<file path="src/sv/hsfd_pkg.sv">
`timescale 1ns / 1ps
// ----------------------------------------------------------------------------
// hsfd_pkg
// Shared types, constants and the CRC-8 byte update for the humidity sensor
// reply frame decoder.
// ----------------------------------------------------------------------------
package hsfd_pkg;

  // CRC-8, polynomial x^8+x^5+x^4+1, no reflection, no final xor
  localparam logic [7:0] CRC_POLY = 8'h31;
  localparam logic [7:0] CRC_INIT = 8'hFF;

  // Conversion scales, applied as floor(span*raw/65535) - offset
  localparam int unsigned TEMP_PROD_W = 31;  // 17500 * 65535 < 2^31
  localparam int unsigned HUM_PROD_W  = 30;  // 12500 * 65535 < 2^30
  localparam int unsigned RAW_W       = 16;
  localparam int unsigned TEMP_W      = 15;
  localparam int unsigned HUM_W       = 14;
  localparam int unsigned SERIAL_W    = 32;

  localparam logic [TEMP_PROD_W-1:0] TEMP_SPAN   = TEMP_PROD_W'(17500);
  localparam logic [HUM_PROD_W-1:0]  HUM_SPAN    = HUM_PROD_W'(12500);
  localparam logic [TEMP_W:0]        TEMP_OFFSET = (TEMP_W + 1)'(4500);
  localparam logic [HUM_W-1:0]       HUM_OFFSET  = HUM_W'(600);
  localparam logic [HUM_W-1:0]       HUM_MAX     = HUM_W'(10000);

  // Config register map
  localparam int unsigned APB_ADDR_W     = 3;
  localparam logic        REG_FRAME_KIND = 1'b0;  // word index

  typedef enum logic {
    KIND_MEASURE = 1'b0,
    KIND_SERIAL  = 1'b1
  } frame_kind_t;

  typedef enum logic [1:0] {
    STATUS_OK       = 2'd0,
    STATUS_CRC_WORD0 = 2'd1,
    STATUS_CRC_WORD1 = 2'd2
  } status_t;

  // Position of the next byte within a reply
  typedef enum logic [2:0] {
    POS_HI0  = 3'd0,
    POS_LO0  = 3'd1,
    POS_CRC0 = 3'd2,
    POS_HI1  = 3'd3,
    POS_LO1  = 3'd4,
    POS_CRC1 = 3'd5
  } pos_t;

  // Collected reply, handed to the result stage on the last byte
  typedef struct packed {
    logic                   fire;      // last byte accepted this cycle
    logic                   bad0;      // word 0 CRC mismatch
    logic                   bad1;      // word 1 CRC mismatch
    logic [RAW_W-1:0]       w0;
    logic [RAW_W-1:0]       w1;
    logic [TEMP_PROD_W-1:0] temp_prod;
    logic [HUM_PROD_W-1:0]  hum_prod;
  } frame_t;

  // One byte through the CRC-8 shift register, MSB first
  function automatic logic [7:0] crc8_byte(input logic [7:0] crc, input logic [7:0] data);
    logic [7:0] c;
    c = crc ^ data;
    for (int b = 0; b < 8; b++) begin
      if (c[7]) begin
        c = {c[6:0], 1'b0} ^ CRC_POLY;
      end else begin
        c = {c[6:0], 1'b0};
      end
    end
    return c;
  endfunction

endpackage

</file>
<file path="src/sv/humidity_sensor_frame_decoder.sv">
`timescale 1ns / 1ps
// ----------------------------------------------------------------------------
// humidity_sensor_frame_decoder
// Decodes six-byte sensor replies: CRC-8 check per word, then temperature and
// humidity in hundredths, or a 32-bit serial number.
// ----------------------------------------------------------------------------
// Throughput: one byte per cycle, sustained; bytes keep flowing while a
//   result waits in the output register; only the sixth byte of the next
//   reply is held off until that result is taken.
// Timing: the result beat is valid in the cycle after the sixth byte's beat;
//   each word's scale multiply runs on the beat that completes the word.
// Reset (rst, synchronous): byte position to 0, output empty, frame_kind to
//   measurement. Stored reply bytes are not cleared.
module humidity_sensor_frame_decoder (
  input  logic        clk,
  input  logic        rst,
  // input bytes
  input  logic        s_tvalid,
  output logic        s_tready,
  input  logic [7:0]  s_tdata,    // [7:0] rx_byte
  input  logic        s_tuser,    // [0] frame_start
  // results
  output logic        m_tvalid,
  input  logic        m_tready,
  output logic [63:0] m_tdata,    // [1:0] status, [16:2] temperature_centi,
                                  // [30:17] humidity_centi, [62:31] serial_number
  // config
  input  logic        psel,
  input  logic        penable,
  input  logic        pwrite,
  input  logic [hsfd_pkg::APB_ADDR_W-1:0] paddr,
  input  logic [31:0] pwdata,
  output logic [31:0] prdata,
  output logic        pready
);

  hsfd_pkg::frame_kind_t frame_kind;
  hsfd_pkg::frame_t      frm;
  hsfd_pkg::status_t     status;

  logic                                 in_beat;
  logic                                 in_room;
  logic                                 at_last;
  logic                                 reg_sel;
  logic signed [hsfd_pkg::TEMP_W-1:0]   temperature_centi;
  logic [hsfd_pkg::HUM_W-1:0]           humidity_centi;
  logic [hsfd_pkg::SERIAL_W-1:0]        serial_number;

  // Config register
  assign pready  = 1'b1;
  assign reg_sel = (paddr[2] == hsfd_pkg::REG_FRAME_KIND);

  always_ff @(posedge clk) begin
    if (rst) begin
      frame_kind <= hsfd_pkg::KIND_MEASURE;
    end else if (psel && penable && pwrite && pready && reg_sel) begin
      frame_kind <= hsfd_pkg::frame_kind_t'(pwdata[0]);
    end
  end

  assign prdata = reg_sel ? {31'd0, frame_kind} : 32'd0;

  // Input handshake: only a byte that can complete a reply needs room
  assign s_tready = in_room || !at_last;
  assign in_beat  = s_tvalid && s_tready;

  hsfd_collect u_collect (
    .clk         (clk),
    .rst         (rst),
    .beat        (in_beat),
    .rx_byte     (s_tdata),
    .frame_start (s_tuser),
    .at_last     (at_last),
    .frm         (frm)
  );

  hsfd_result u_result (
    .clk               (clk),
    .rst               (rst),
    .frm               (frm),
    .frame_kind        (frame_kind),
    .out_ready         (m_tready),
    .out_valid         (m_tvalid),
    .in_room           (in_room),
    .status            (status),
    .temperature_centi (temperature_centi),
    .humidity_centi    (humidity_centi),
    .serial_number     (serial_number)
  );

  assign m_tdata = {1'b0, serial_number, humidity_centi, temperature_centi, status};

  // Checks
  a_fire_loads: assert property (@(posedge clk) disable iff (rst)
    frm.fire |=> m_tvalid)
    else $error("result beat missing after last byte");

  a_taken_clears: assert property (@(posedge clk) disable iff (rst)
    (m_tvalid && m_tready && !frm.fire) |=> !m_tvalid)
    else $error("result beat repeated");

  a_error_zero: assert property (@(posedge clk) disable iff (rst)
    (m_tvalid && status != hsfd_pkg::STATUS_OK) |-> (m_tdata[62:2] == 61'd0))
    else $error("value fields not zero on CRC error");

  a_hum_range: assert property (@(posedge clk) disable iff (rst)
    m_tvalid |-> (humidity_centi <= hsfd_pkg::HUM_MAX))
    else $error("humidity out of clamp range");

endmodule

</file>
<file path="src/sv/hsfd_collect.sv">
`timescale 1ns / 1ps
// ----------------------------------------------------------------------------
// hsfd_collect
// Tracks the byte position, runs the CRC per word, keeps the reply words and
// starts the scale multiplies as soon as each word is complete.
// ----------------------------------------------------------------------------
module hsfd_collect (
  input  logic                clk,
  input  logic                rst,
  input  logic                beat,        // input beat accepted
  input  logic [7:0]          rx_byte,
  input  logic                frame_start,
  output logic                at_last,     // next byte is the sixth of a reply
  output hsfd_pkg::frame_t    frm
);

  hsfd_pkg::pos_t pos;
  hsfd_pkg::pos_t pos_eff;
  hsfd_pkg::pos_t pos_next;

  logic [7:0]                      crc;
  logic [7:0]                      hi0;
  logic [7:0]                      hi1;
  logic [hsfd_pkg::RAW_W-1:0]      w0;
  logic [hsfd_pkg::RAW_W-1:0]      w1;
  logic                            bad0;
  logic [hsfd_pkg::TEMP_PROD_W-1:0] temp_prod;
  logic [hsfd_pkg::HUM_PROD_W-1:0]  hum_prod;
  logic [hsfd_pkg::RAW_W-1:0]      word_in0;
  logic [hsfd_pkg::RAW_W-1:0]      word_in1;

  // A start mark, or a position out of range, restarts at byte 0
  assign pos_eff = (frame_start || pos > hsfd_pkg::POS_CRC1) ? hsfd_pkg::POS_HI0 : pos;

  // Only a beat taken here can produce a result
  assign at_last = (pos == hsfd_pkg::POS_CRC1);

  assign word_in0 = {hi0, rx_byte};
  assign word_in1 = {hi1, rx_byte};

  // Next position
  always_comb begin
    pos_next = pos;
    if (beat) begin
      case (pos_eff)
        hsfd_pkg::POS_HI0:  pos_next = hsfd_pkg::POS_LO0;
        hsfd_pkg::POS_LO0:  pos_next = hsfd_pkg::POS_CRC0;
        hsfd_pkg::POS_CRC0: pos_next = hsfd_pkg::POS_HI1;
        hsfd_pkg::POS_HI1:  pos_next = hsfd_pkg::POS_LO1;
        hsfd_pkg::POS_LO1:  pos_next = hsfd_pkg::POS_CRC1;
        default:            pos_next = hsfd_pkg::POS_HI0;
      endcase
    end
  end

  always_ff @(posedge clk) begin
    if (rst) begin
      pos <= hsfd_pkg::POS_HI0;
    end else begin
      pos <= pos_next;
    end
  end

  // Byte capture, CRC and scale products
  always_ff @(posedge clk) begin
    if (beat) begin
      case (pos_eff)
        hsfd_pkg::POS_HI0: begin
          hi0 <= rx_byte;
          crc <= hsfd_pkg::crc8_byte(hsfd_pkg::CRC_INIT, rx_byte);
        end
        hsfd_pkg::POS_LO0: begin
          w0        <= word_in0;
          crc       <= hsfd_pkg::crc8_byte(crc, rx_byte);
          temp_prod <= hsfd_pkg::TEMP_SPAN * hsfd_pkg::TEMP_PROD_W'(word_in0);
        end
        hsfd_pkg::POS_CRC0: begin
          bad0 <= (crc != rx_byte);
        end
        hsfd_pkg::POS_HI1: begin
          hi1 <= rx_byte;
          crc <= hsfd_pkg::crc8_byte(hsfd_pkg::CRC_INIT, rx_byte);
        end
        hsfd_pkg::POS_LO1: begin
          w1       <= word_in1;
          crc      <= hsfd_pkg::crc8_byte(crc, rx_byte);
          hum_prod <= hsfd_pkg::HUM_SPAN * hsfd_pkg::HUM_PROD_W'(word_in1);
        end
        default: begin
          // last byte: checked combinationally below
        end
      endcase
    end
  end

  // Hand-off on the last byte
  always_comb begin
    frm.fire      = beat && (pos_eff == hsfd_pkg::POS_CRC1);
    frm.bad0      = bad0;
    frm.bad1      = (crc != rx_byte);
    frm.w0        = w0;
    frm.w1        = w1;
    frm.temp_prod = temp_prod;
    frm.hum_prod  = hum_prod;
  end

endmodule

</file>
<file path="src/sv/hsfd_result.sv">
`timescale 1ns / 1ps
// ----------------------------------------------------------------------------
// hsfd_result
// Finishes the conversion (divide by 65535, offset, clamp), picks the status
// and holds the result beat in the output register.
// ----------------------------------------------------------------------------
module hsfd_result (
  input  logic                                clk,
  input  logic                                rst,
  input  hsfd_pkg::frame_t                    frm,
  input  hsfd_pkg::frame_kind_t               frame_kind,
  input  logic                                out_ready,
  output logic                                out_valid,
  output logic                                in_room,
  output hsfd_pkg::status_t                   status,
  output logic signed [hsfd_pkg::TEMP_W-1:0]  temperature_centi,
  output logic [hsfd_pkg::HUM_W-1:0]          humidity_centi,
  output logic [hsfd_pkg::SERIAL_W-1:0]       serial_number
);

  logic [hsfd_pkg::TEMP_PROD_W-1:0] tsum;
  logic [hsfd_pkg::HUM_PROD_W-1:0]  hsum;
  logic [hsfd_pkg::TEMP_W-1:0]      tq;
  logic [hsfd_pkg::HUM_W-1:0]       hq;
  logic [hsfd_pkg::TEMP_W:0]        tdiff;
  logic [hsfd_pkg::HUM_W-1:0]       hclamp;

  hsfd_pkg::status_t                    status_next;
  logic [hsfd_pkg::TEMP_W-1:0]          temp_next;
  logic [hsfd_pkg::HUM_W-1:0]           hum_next;
  logic [hsfd_pkg::SERIAL_W-1:0]        serial_next;

  // floor(p/65535) = (p + (p>>16) + 1) >> 16, exact while the quotient < 2^16
  assign tsum = frm.temp_prod + (frm.temp_prod >> 16) + hsfd_pkg::TEMP_PROD_W'(1);
  assign hsum = frm.hum_prod + (frm.hum_prod >> 16) + hsfd_pkg::HUM_PROD_W'(1);
  assign tq   = tsum[16 +: hsfd_pkg::TEMP_W];
  assign hq   = hsum[16 +: hsfd_pkg::HUM_W];

  assign tdiff = {1'b0, tq} - hsfd_pkg::TEMP_OFFSET;

  // Humidity offset with clamp to 0..10000
  always_comb begin
    if (hq < hsfd_pkg::HUM_OFFSET) begin
      hclamp = '0;
    end else if (hq - hsfd_pkg::HUM_OFFSET > hsfd_pkg::HUM_MAX) begin
      hclamp = hsfd_pkg::HUM_MAX;
    end else begin
      hclamp = hq - hsfd_pkg::HUM_OFFSET;
    end
  end

  // Status priority and field selection
  always_comb begin
    status_next = hsfd_pkg::STATUS_OK;
    temp_next   = '0;
    hum_next    = '0;
    serial_next = '0;
    if (frm.bad0) begin
      status_next = hsfd_pkg::STATUS_CRC_WORD0;
    end else if (frm.bad1) begin
      status_next = hsfd_pkg::STATUS_CRC_WORD1;
    end else if (frame_kind == hsfd_pkg::KIND_MEASURE) begin
      temp_next = tdiff[hsfd_pkg::TEMP_W-1:0];
      hum_next  = hclamp;
    end else begin
      serial_next = {frm.w0, frm.w1};
    end
  end

  // Output register
  assign in_room = !out_valid || out_ready;

  always_ff @(posedge clk) begin
    if (rst) begin
      out_valid <= 1'b0;
    end else if (frm.fire) begin
      out_valid <= 1'b1;
    end else if (out_ready) begin
      out_valid <= 1'b0;
    end
  end

  always_ff @(posedge clk) begin
    if (frm.fire) begin
      status            <= status_next;
      temperature_centi <= temp_next;
      humidity_centi    <= hum_next;
      serial_number     <= serial_next;
    end
  end

endmodule

</file>
<file path="config.mk">
export PLATFORM = sky130hd
export DESIGN_NAME = humidity_sensor_frame_decoder
export DESIGN_NICKNAME = d
export VERILOG_FILES = /design/src/sv/hsfd_pkg.sv /design/src/sv/humidity_sensor_frame_decoder.sv /design/src/sv/hsfd_collect.sv /design/src/sv/hsfd_result.sv
export SDC_FILE = /design/constraint.sdc
export NUM_CORES = 1
export LEC_CHECK = 0
export BUFFER_PORTS_ARGS = -buffer_cell sky130_fd_sc_hd__clkbuf_2
export CORE_MARGIN = 2
export CORE_UTILIZATION = 30
export DETAILED_ROUTE_END_ITERATION = 10
export GPL_ROUTABILITY_DRIVEN = 0
export HOLD_SLACK_MARGIN = 0.12
export PLACE_DENSITY = 0.44
export SLEW_MARGIN = 40
export SYNTH_ARGS = -nofsm -noshare
export SYNTH_HDL_FRONTEND = slang
export SYNTH_SLANG_ARGS = --single-unit
</file>
<file path="constraint.sdc">
create_clock -name clk -period 7.3 [get_ports clk]
set_clock_uncertainty 0.2 [all_clocks]
set_input_delay 1.46 -clock clk [delete_from_list [all_inputs] [get_ports clk]]
set_output_delay 1.46 -clock clk [all_outputs]
set_load 0.03 [all_outputs]
</file>
==> reports/qor.txt <==
Clock buffer depth - 2
DR vias/cell - 4.52
I/O Pins - 150
Initial Util - 0.302
Routed wire length - 34200 um
Critical path class - input port to register
Critical Path Start Type - input port
Pre-CTS WS - 0.295 ns
Sequential area share after synthesis - 0.354
Largest net degree at the start of global routing - 64
Min cycle time layout - 6.58 ns
Worst hold path class - register to register
Clock sinks - 179
Switching share of power - 0.369
Initial antenna violation count - 4
Cts hold-fix bufs - 0
Achievable Freq - 152 MHz
WL/cell - 15.8 um
VDD IR max - 0.000181 V
Final Setup Violations - 0
Dominant cell type by area after synthesis - edfxtp_1
Vias in the first global route - 10.2k
Avg Synthesized Cell Area - 10.9 um2
Core area - 49900 um2
R2R cell count - 17
Total global-route track usage - 0.136
Internal - 2610 uW
Setup TNS - 0 ns
Logic pwr share - 0.441
Unique masters post-synth - 84
Overall die height - 228 um
CTS tree - yes
1st-pass router iterations - 7
Hold endpoint - u_result.out_valid$_SDFFE_PP0P_
FF-to-FF End - u_collect.temp_prod[30]$_DFFE_PP_
CTS Buf Count - 17
NetSw - 1530 uW
First-pass GRT wire length - 55600 um
Relative slew slack - 0.497
Synth Register Bits - 179
FF-to-FF setup slack - 1.50 ns
Rows - 82
Post-route clock period utilization - 0.901
Worst slew pin tran - 0.752 ns
CP Max Fanout - 8
Latest clock arrival within the worst-skew pair - 0.47 ns
Worst Hold Depth - 2
GRT overflow - 0
Max-slew violations - 0
EDFF count, synth - 174
IO Port Bufs - 83
Synth-to-Final Area Change - 12.1%
Fraction of layout cells with a size suffix above 1 - 0.112
Setup crit end kind - register
Initial DRC count - 433
Top_reg_cell synth - edfxtp_1
Root Driver - clkbuf_16
Post-CTS setup buffer count - 0
Worst setup margin - 0.721 ns
Htree depth - 4
Die X - 228 um
ANT nets after route - 0
Worst EP required - 7.33 ns
Reg-to-Reg Start - u_collect.hi0[3]$_DFFE_PP_
Leakage power total - 0.00748 uW
Die Footprint - 52000 um2
DP HPWL - 27400 um
Finished Core Util - 0.338
CTS resizes - 0
Final hold viol count - 0
Mapped Area - 15000 um2
Final nets - 1836
Area contributors post-synth - edfxtp_1 (35%), ha_1 (18%), fa_1 (12%)
Critical Path AT - 6.61 ns
Flop pwr share - 0.314
DRC Markers - 0
FFs w/ async S/R, synth - 0
Power Density - 246 nW/um2
Clock power frac - 0.244
RSZ-0062 raised after global routing - no
Maxcap violations - 0
Status - finished, final reports clean
Vias - 9767
Synth top area share - 0.347
HP Start - u_result.out_valid$_SDFFE_PP0P_
Clock-pin slew on the worst setup and hold paths - 0.07 ns
Syn Inst Count - 1382
Syn. warnings - 0
==> flip-flops by register name, indices dropped and copies added (netlist names), 2 cells and up <==
register / cells
u_collect.w1: 16
u_result.status: 2
u_collect.temp_prod: 28
u_collect.hi0: 8
u_result.temperature_centi: 15
u_collect.w0: 16
u_collect.hi1: 8
u_result.humidity_centi: 14
u_result.serial_number: 32
u_collect.pos: 3
u_collect.crc: 8
u_collect.hum_prod: 26
==> routing by layer <==
metal  global-route usage  up-vias  part of all wire
met3               0.0230       24             0.026
met2                0.211      134              0.43
li1                     -     4939                 -
met1                0.194     4668              0.52
met5                    0        -           0.00038
met4               0.0423        2             0.015
==> how the worst max path moves through the flow <==
| stage | start | slack (ns) | depth (start not counted) | endpoint |
|---|---|---|---|---|
| after floorplan | s_tdata[5] | 1.09 | 19 | u_collect.temp_prod[30]$_DFFE_PP_ |
| after global placement | s_tdata[4] | 0.27 | 20 | u_collect.temp_prod[30]$_DFFE_PP_ |
| after detailed placement | s_tdata[4] | 0.29 | 20 | u_collect.temp_prod[30]$_DFFE_PP_ |
| after CTS | s_tdata[4] | 0.75 | 20 | u_collect.temp_prod[30]$_DFFE_PP_ |
| after global routing | s_tdata[4] | 0.45 | 20 | u_collect.temp_prod[30]$_DFFE_PP_ |
| final | s_tdata[4] | 0.72 | 20 | u_collect.temp_prod[30]$_DFFE_PP_ |
==> cell type report <==
type | instances | area, um2
inverter | 231 | 867
clock inverter | 14 | 210
fill | 5116 | 33000
sequential | 179 | 5330
clock buffer | 18 | 429
timing repair buffer | 98 | 532
multi-input combinational | 950 | 8650
antenna | 1 | 2.50
tap | 672 | 841
==> cell usage after synthesis (all sizes together), types with 15 or more instances <==
cell type  number
a211oi         20
a21o           21
a21oi          64
and3           46
buf            38
clkbuf         15
edfxtp        174
fa             89
ha            219
inv           231
nand2          50
nand2b         15
nor2           71
nor3           18
o21ai          36
xnor2          68
xor2           29
==> per-stage QoR <==
step	cells	area [um2]	hold slack [ns]	power [uW]
floorplan	1413	15200	0.292	2780
global placement	2130	16200	0.300	3170
detailed placement	2130	16200	0.310	3170
CTS	2162	16900	0.328	4210
global route	2162	16900	0.372	4530
finish	2163	16900	0.328	4150
==> cell usage in the layout, fill, tap and decap left out, types with 19 or more instances in the layout <==
cell type | Yosys | layout
nor2_1 | 71 | 69
and3_1 | 46 | 45
nand2_1 | 49 | 49
o21ai_0 | 29 | 29
edfxtp_1 | 174 | 174
clkbuf_2 | 1 | 83
a21oi_1 | 61 | 60
conb_1 | 2 | 33
ha_1 | 219 | 219
fa_1 | 89 | 89
xnor2_1 | 68 | 67
a21o_1 | 19 | 19
xor2_1 | 29 | 29
inv_1 | 230 | 230
a211oi_1 | 20 | 20
==> worst max-delay path, stage by stage <==
cell,delay [ns]
clkbuf_2,0.25
ha_1,0.40
inv_1,0.05
fa_1,0.48
inv_1,0.04
ha_1,0.28
ha_1,0.27
inv_1,0.05
fa_1,0.53
inv_1,0.07
fa_1,0.47
a211oi_1,0.37
o211ai_1,0.17
nor2b_1,0.17
o21ai_1,0.15
nand3_1,0.12
o41a_1,0.41
a2111oi_0,0.52
o21bai_1,0.14
a21o_1,0.19
==> power by group through the flow <==
stage               combinational (uW)  clock [uW]  sequential, uW
CTS                               1860        1050            1300
floorplan                         1470           0            1300
detailed placement                1840           0            1330
global route                      2130        1090            1310
global placement                  1840           0            1330
finish                            1830        1010            1300
==> logic make-up after synthesis <==
group                      synth area share
adders and majority gates             0.301
other                              0.000499
AOI/OAI and AO/OA                     0.107
and+or+nand+nor                      0.0955
buffers and inverters                0.0807
xor gates and xnor gates             0.0565
DFF                                   0.354
muxes                               0.00549
Note: power is estimated with default switching activity, not from simulation.
